<file path="src/design/minv_pkg.sv">
`timescale 1ns / 1ps
`default_nettype none

package minv_pkg;

    localparam int FIELD_W = 64;
    localparam int WIDTH   = 64;
    localparam int SHIFT_W = $clog2(WIDTH);

    typedef enum logic [1:0] {
        STATUS_OK         = 2'd0,
        STATUS_NO_INVERSE = 2'd1,
        STATUS_ZERO       = 2'd2
    } status_t;

    typedef enum logic [2:0] {
        CORE_IDLE,
        CORE_UP,
        CORE_DOWN,
        CORE_FIN,
        CORE_DONE
    } core_state_t;

    typedef struct packed {
        logic idle;
        logic done;
    } core_stat_t;

    typedef struct packed {
        logic [WIDTH-1:0] inverse;
        status_t          status;
    } core_res_t;

endpackage

`default_nettype wire

</file>
<file path="src/design/modular_inverse.sv">
// Modular inverse by the extended Euclidean algorithm. Each input beat
// carries value and modulus; one result beat returns the inverse of value
// modulo modulus in 0..modulus-1 with status 0 (ok), 1 (gcd not one, inverse
// 0) or 2 (value or modulus zero, inverse 0). Each quotient is found by a
// single shared shift/compare/subtract unit: the divisor is shifted up to
// align, then subtracted back down bit by bit, over the value reduction
// and every Euclid step, with setup before and sign correction and
// hand-off after; a zero operand goes straight to hand-off. s_ready is
// high only while no item is in the unit; the result register lets the
// next item start while a result waits.
`timescale 1ns / 1ps
`default_nettype none

module modular_inverse
    import minv_pkg::*;
(
    input  wire logic               aclk,
    input  wire logic               aresetn,
    input  wire logic               s_valid,
    output logic                    s_ready,
    input  wire logic [FIELD_W-1:0] s_value,
    input  wire logic [FIELD_W-1:0] s_modulus,
    output logic                    m_valid,
    input  wire logic               m_ready,
    output logic [FIELD_W-1:0]      m_inverse,
    output logic [1:0]              m_status
);

    core_stat_t         core_stat;
    core_res_t          core_res;
    logic               start;
    logic               take;
    logic               m_valid_reg, m_valid_next;
    logic [WIDTH-1:0]   inv_reg, inv_next;
    status_t            status_reg, status_next;

    assign s_ready = core_stat.idle;
    assign start   = s_valid && s_ready;
    assign take    = core_stat.done && (!m_valid_reg || m_ready);

    minv_core u_core (
        .aclk    (aclk),
        .aresetn (aresetn),
        .start   (start),
        .value   (s_value[WIDTH-1:0]),
        .modulus (s_modulus[WIDTH-1:0]),
        .take    (take),
        .stat    (core_stat),
        .res     (core_res)
    );

    always_comb begin
        m_valid_next = m_valid_reg;
        inv_next     = inv_reg;
        status_next  = status_reg;
        if (take) begin
            m_valid_next = 1'b1;
            inv_next     = core_res.inverse;
            status_next  = core_res.status;
        end else if (m_ready) begin
            m_valid_next = 1'b0;
        end
    end

    always_ff @(posedge aclk) begin
        if (!aresetn) begin
            m_valid_reg <= 1'b0;
        end else begin
            m_valid_reg <= m_valid_next;
        end
    end

    always_ff @(posedge aclk) begin
        inv_reg    <= inv_next;
        status_reg <= status_next;
    end

    assign m_valid   = m_valid_reg;
    assign m_inverse = FIELD_W'(inv_reg);
    assign m_status  = status_reg;

endmodule

`default_nettype wire

</file>
<file path="src/design/minv_core.sv">
`timescale 1ns / 1ps
`default_nettype none

module minv_core
    import minv_pkg::*;
(
    input  wire logic             aclk,
    input  wire logic             aresetn,
    input  wire logic             start,
    input  wire logic [WIDTH-1:0] value,
    input  wire logic [WIDTH-1:0] modulus,
    input  wire logic             take,
    output core_stat_t            stat,
    output core_res_t             res
);

    core_state_t        state_reg, state_next;
    logic [WIDTH-1:0]   rem_reg, rem_next;
    logic [WIDTH-1:0]   div_reg, div_next;
    logic [WIDTH-1:0]   base_reg, base_next;
    logic [WIDTH-1:0]   mod_reg, mod_next;
    logic [WIDTH-1:0]   sacc_reg, sacc_next;
    logic [WIDTH-1:0]   t_reg, t_next;
    logic [WIDTH-1:0]   sbase_reg, sbase_next;
    logic               neg0_reg, neg0_next;
    logic               neg1_reg, neg1_next;
    logic [SHIFT_W-1:0] k_reg, k_next;
    logic [WIDTH-1:0]   inv_reg, inv_next;
    status_t            status_reg, status_next;

    logic [WIDTH-1:0]   div_dbl;
    logic               up_ok;
    logic               sub_ok;
    logic [WIDTH-1:0]   rem_sub;
    logic [WIDTH-1:0]   sacc_add;
    logic [WIDTH-1:0]   s_red;
    logic [WIDTH-1:0]   s_neg;

    assign div_dbl  = {div_reg[WIDTH-2:0], 1'b0};
    assign up_ok    = !div_reg[WIDTH-1] && (div_dbl <= rem_reg);
    assign sub_ok   = div_reg <= rem_reg;
    assign rem_sub  = sub_ok ? (rem_reg - div_reg) : rem_reg;
    assign sacc_add = sub_ok ? (sacc_reg + t_reg) : sacc_reg;
    assign s_red    = (sacc_reg >= mod_reg) ? '0 : sacc_reg;
    assign s_neg    = mod_reg - s_red;

    always_ff @(posedge aclk) begin
        if (!aresetn) begin
            state_reg <= CORE_IDLE;
        end else begin
            state_reg <= state_next;
        end
    end

    always_ff @(posedge aclk) begin
        rem_reg    <= rem_next;
        div_reg    <= div_next;
        base_reg   <= base_next;
        mod_reg    <= mod_next;
        sacc_reg   <= sacc_next;
        t_reg      <= t_next;
        sbase_reg  <= sbase_next;
        neg0_reg   <= neg0_next;
        neg1_reg   <= neg1_next;
        k_reg      <= k_next;
        inv_reg    <= inv_next;
        status_reg <= status_next;
    end

    always_comb begin
        state_next  = state_reg;
        rem_next    = rem_reg;
        div_next    = div_reg;
        base_next   = base_reg;
        mod_next    = mod_reg;
        sacc_next   = sacc_reg;
        t_next      = t_reg;
        sbase_next  = sbase_reg;
        neg0_next   = neg0_reg;
        neg1_next   = neg1_reg;
        k_next      = k_reg;
        inv_next    = inv_reg;
        status_next = status_reg;
        case (state_reg)
            CORE_IDLE: begin
                if (start) begin
                    if (value == '0 || modulus == '0) begin
                        inv_next    = '0;
                        status_next = STATUS_ZERO;
                        state_next  = CORE_DONE;
                    end else begin
                        // reduce value mod modulus as a first division step
                        rem_next   = value;
                        div_next   = modulus;
                        base_next  = modulus;
                        mod_next   = modulus;
                        sacc_next  = {{(WIDTH-1){1'b0}}, 1'b1};
                        t_next     = '0;
                        sbase_next = '0;
                        neg0_next  = 1'b0;
                        neg1_next  = 1'b1;
                        k_next     = '0;
                        state_next = CORE_UP;
                    end
                end
            end
            CORE_UP: begin
                if (up_ok) begin
                    div_next = div_dbl;
                    t_next   = {t_reg[WIDTH-2:0], 1'b0};
                    k_next   = k_reg + 1'b1;
                end else begin
                    state_next = CORE_DOWN;
                end
            end
            CORE_DOWN: begin
                if (k_reg == '0) begin
                    // rotate remainders and coefficients for the next quotient
                    rem_next   = base_reg;
                    base_next  = rem_sub;
                    div_next   = rem_sub;
                    sacc_next  = sbase_reg;
                    sbase_next = sacc_add;
                    t_next     = sacc_add;
                    neg0_next  = neg1_reg;
                    neg1_next  = !neg1_reg;
                    state_next = (rem_sub == '0) ? CORE_FIN : CORE_UP;
                end else begin
                    rem_next  = rem_sub;
                    sacc_next = sacc_add;
                    div_next  = {1'b0, div_reg[WIDTH-1:1]};
                    t_next    = {1'b0, t_reg[WIDTH-1:1]};
                    k_next    = k_reg - 1'b1;
                end
            end
            CORE_FIN: begin
                if (rem_reg != {{(WIDTH-1){1'b0}}, 1'b1}) begin
                    inv_next    = '0;
                    status_next = STATUS_NO_INVERSE;
                end else begin
                    inv_next    = (neg0_reg && s_red != '0) ? s_neg : s_red;
                    status_next = STATUS_OK;
                end
                state_next = CORE_DONE;
            end
            CORE_DONE: begin
                if (take) begin
                    state_next = CORE_IDLE;
                end
            end
            default: begin
                state_next = CORE_IDLE;
            end
        endcase
    end

    assign stat.idle   = (state_reg == CORE_IDLE);
    assign stat.done   = (state_reg == CORE_DONE);
    assign res.inverse = inv_reg;
    assign res.status  = status_reg;

    a_done_holds: assert property (@(posedge aclk) disable iff (!aresetn)
        (state_reg == CORE_DONE && !take) |=>
            (state_reg == CORE_DONE && $stable(inv_reg) && $stable(status_reg)))
        else $error("result changed while waiting");

    a_fail_zero: assert property (@(posedge aclk) disable iff (!aresetn)
        (state_reg == CORE_DONE && status_reg != STATUS_OK) |-> (inv_reg == '0))
        else $error("nonzero inverse with failing status");

    a_ok_range: assert property (@(posedge aclk) disable iff (!aresetn)
        (state_reg == CORE_DONE && status_reg == STATUS_OK) |-> (inv_reg < mod_reg))
        else $error("inverse not below modulus");

    a_start_idle: assert property (@(posedge aclk) disable iff (!aresetn)
        (state_reg == CORE_IDLE && start) |=> (state_reg == CORE_UP || state_reg == CORE_DONE))
        else $error("start did not launch");

endmodule

`default_nettype wire
</file>
<file path="config.mk">
export PLATFORM = sky130hd
export DESIGN_NAME = modular_inverse
export DESIGN_NICKNAME = d
export VERILOG_FILES = /design/src/design/minv_pkg.sv /design/src/design/modular_inverse.sv /design/src/design/minv_core.sv
export SDC_FILE = /design/constraint.sdc
export NUM_CORES = 2
export LEC_CHECK = 0
export ABC_AREA = 1
export BUFFER_PORTS_ARGS = -buffer_cell sky130_fd_sc_hd__buf_2
export CAP_MARGIN = 0
export CORE_MARGIN = 10
export CORE_UTILIZATION = 64
export DETAILED_ROUTE_END_ITERATION = 16
export PLACE_DENSITY = 0.89
export REMOVE_ABC_BUFFERS = 1
export SKIP_LAST_GASP = 1
export SYNTH_ARGS = -nofsm -noshare
export SYNTH_HDL_FRONTEND = slang
export SYNTH_HIERARCHICAL = 1
export SYNTH_SLANG_ARGS = --single-unit
export TNS_END_PERCENT = 20
</file>
<file path="constraint.sdc">
create_clock -name aclk -period 20 [get_ports aclk]
set_input_delay 3 -clock aclk [delete_from_list [all_inputs] [get_ports aclk]]
set_output_delay 3 -clock aclk [all_outputs]
set_load 0.005 [all_outputs]
</file>
==> impl_results.md <==
- Layout fillers: around 5,800
- Worst-path cell chain: ha_1 -> nand2_1 -> inv_2 -> nand2_1 -> nor2_2 -> nand3_1 -> nor3b_2 -> nand4_1 -> nand3_2 -> inv_2 -> nand2_1 -> inv_1 -> fa_1 -> o21ai_0 -> a21oi_1 -> o21ai_2 -> a21oi_1 -> o21ai_0 -> a21oi_1 -> o21ai_0 -> xor2_1 -> nor2_1 -> nor2_1
- Worst reg2reg path endpoint: u_core/inv_reg[62]
- Crit start category: flip-flop
- Clock-pin slew on the worst setup and hold paths: 0.07 ns
- Final HPWL DP: 119,000 um
- Worst path arrival time: approximately 6.9 ns
- Total core area: 68,700 um^2
- Flops & latches, synth: 592
- Chip width: 283 um
- Seq/Total Area, Yosys: 0.399
- Rows: 96
- Sequential cell area: 17,700 um^2
- Die Y: 283 um
- Worst hold path type: reg -> reg
- Final net count: 6,441
- Routability cong.: 1.06
- Ratio of cells with drive above 1 in the final layout: 0.0709
- Pin count of the biggest net entering global routing: 113
- Area of the multi-input gates: 22,700 um^2
- Reg2Reg Launch Point: u_core/sacc_reg[63]
- CP Class: reg -> reg
- Clock buffer depth: 3
- Pre-CTS setup slack: about 13 ns
- Setup bufs post-CTS: 0
- CTS tree: done
- RSZ-0062 raised after global routing: false
- CP peak stage delay: slightly below 0.8 ns
- Via count of the routed design: ~43,000
- Max layer used: met4
- M1 WL: 59,700 um
- Total routed wirelength: 157,000 um
- Met2 wire len: approximately 70,000 um
- Pins Over Slew Limit: 0
- CTS H-tree lvls: 2
- Crit. End Element: flip-flop
- Syn Std Cell Area: between 40,000 and 50,000 um^2
- Hold path startpoint: u_core/inv_reg[52]
- Ys async rst share: 0
- Port Buf Inserts: around 200
- Worst hold path depth: 0
- Final setup viols: 0
- TNS Setup: 0 ns
- Setup Skew: 0.0278 ns
- Worst-Margin Slew: between 1 and 1.5 ns
- CTS resizes: 0
- Hold bufs inserted after CTS: 0
- Sinks on Clock Net: 592
- Final WS setup: about 13 ns
- Ports: 200
- Vias in the first global route: slightly above 40,000
- WL met3: 20,800 um
- Drt drc: 0
- Global-route wire length before repair: 237,000 um
- Root buffer cell: clkbuf_16
- Routed Antenna Nets: 0
- Setup slack, reg-to-reg: ~13 ns
- N_diodes: 0
- Post-synth EDFFs: between 500 and 600
- Top FF cell, synth: edfxtp_1
- Die Area: approximately 80,000 um^2
- Drt via density: 6.16
- Syn avg cell area: roughly 7.6 um^2
- Starting Density: 0.647
- Maximum clock frequency: about 0.15 GHz
- Required time of the critical path: 20.38 ns
- CP bufs+invs: 3
- Cts bufs inserted: 61
- Post-Syn Instances: roughly 5,900
- Remaining global-route overflow: 0
- Worst R2R Path Depth: 23
- Drt first-iter violations: about 5,800
- Hold Path Sink: m_inverse[52]
- Final Hold Viols: 0
- Max stage delay cell, worst path: o21ai_0
- Status: complete, no violations
- Netlist cell types: 61
- Max-cap violations: 0
- Critical path peak fanout: 18
- Initial antenna violation count: 1
- Area Growth Syn to Fin: 8.42%
- Final period util: 0.326
- DRT Pass-1 Iters: 7
- Synth warn: 6
- Tmin final: 6.51 ns
- Max transition margin: 0.205
- Avg WL per Cell: 22.5 um
- Delay-heaviest family, CP: compound AO/OA/AOI/OAI gates
- Skew-Pair Late Insertion Delay: approximately 0.65 ns
- Tot GR Track Use: 0.376
per-stage QoR:
stage / cell area [um^2] / utilization / cells / hold slack [ns]
after floorplan: 43600 / - / 5693 / 0.400
after global placement: 46000 / 0.670 / 6852 / 0.401
after detailed placement: 46000 / 0.670 / 6852 / 0.405
after CTS: 48200 / 0.701 / 6967 / 0.419
after global routing: 48200 / 0.701 / 6967 / 0.428
final: 48200 / 0.701 / 6967 / 0.417
per-layer routing:
layer / up-vias / GRT usage
met3: 504 / 0.102
li1: 19900 / -
met1: 19700 / 0.488
met2: 2779 / 0.583
met5: - / 0
met4: 0 / 0.170
area by class of cell:
type / instances / area share
multi-input cells: 4256 / 0.472
flip-flops and latches: 592 / 0.368
inverters: 845 / 0.0661
clock buffers: 73 / 0.0339
repair buffers: 228 / 0.0252
well taps: 931 / 0.0242
clock inverters: 42 / 0.0106
worst reg2reg max path, cell delays in order, from the launching register on:
cell,delay (ns)
edfxtp_1,0.65
ha_1,0.43
nand2_1,0.08
inv_2,0.06
nand2_1,0.06
nor2_2,0.12
nand3_1,0.20
nor3b_2,0.45
nand4_1,0.24
nand3_2,0.19
inv_2,0.15
nand2_1,0.12
inv_1,0.09
fa_1,0.44
o21ai_0,0.41
a21oi_1,0.21
o21ai_2,0.32
a21oi_1,0.20
o21ai_0,0.79
a21oi_1,0.35
o21ai_0,0.41
xor2_1,0.11
nor2_1,0.12
nor2_1,0.08
kinds of logic (layout without fill, tap and decap cells):
logic type / Yosys count / count (layout) / share of synthesized area
xor+xnor: 118 / 118 / 0.0233
flops: 592 / 592 / 0.399
compound gates: 1075 / 1075 / 0.144
buf+inv: 1008 / 1188 / 0.0907
fa+ha+maj: 325 / 325 / 0.0922
simple gates: 2738 / 2738 / 0.250
worst max path at each step:
stage | startpoint | endpoint | slack (ns) | depth (start not counted)
2_1_floorplan | u_core/state_reg[2] | u_core/sacc_reg[0] | 6.76 | 8
3_5_place_dp | s_value[48] | u_core/div_reg[1] | 13.38 | 11
5_1_grt | u_core/sacc_reg[63] | u_core/inv_reg[62] | 13.35 | 23
4_1_cts | u_core/sacc_reg[63] | u_core/inv_reg[62] | 13.79 | 23
3_3_place_gp | s_value[56] | u_core/div_reg[2] | 13.45 | 11
6_report | u_core/sacc_reg[63] | u_core/inv_reg[62] | 13.49 | 23
cells in the final DEF, fill, tap and decap left out, types with 52 or more instances in the layout:
cell type	Yosys	layout
nand2_1	1665	1664
inv_1	832	827
nor2_1	631	627
edfxtp_1	588	588
a21oi_1	340	338
o21ai_0	327	327
ha_1	321	321
nand3_1	203	203
buf_2	15	199
xnor2_1	74	74
o221ai_1	68	68
clkbuf_16	0	62
o22ai_1	61	61
a31oi_1	59	59
nor4_1	52	52
cells in the mapped netlist, types with 61 or more instances:
cell | n | area [um^2]
nand3_1 | 203 | 1020
ha_1 | 321 | 4020
xnor2_1 | 74 | 648
inv_1 | 832 | 3120
nor2_1 | 631 | 2370
clkbuf_1 | 114 | 428
o221ai_1 | 68 | 596
nand2_1 | 1665 | 6250
a21oi_1 | 340 | 1700
o22ai_1 | 61 | 382
o21ai_0 | 327 | 1640
edfxtp_1 | 588 | 17700
Power is not shown: default switching activity piles up to over one toggle a cycle in this logic, so the estimate is an artifact.
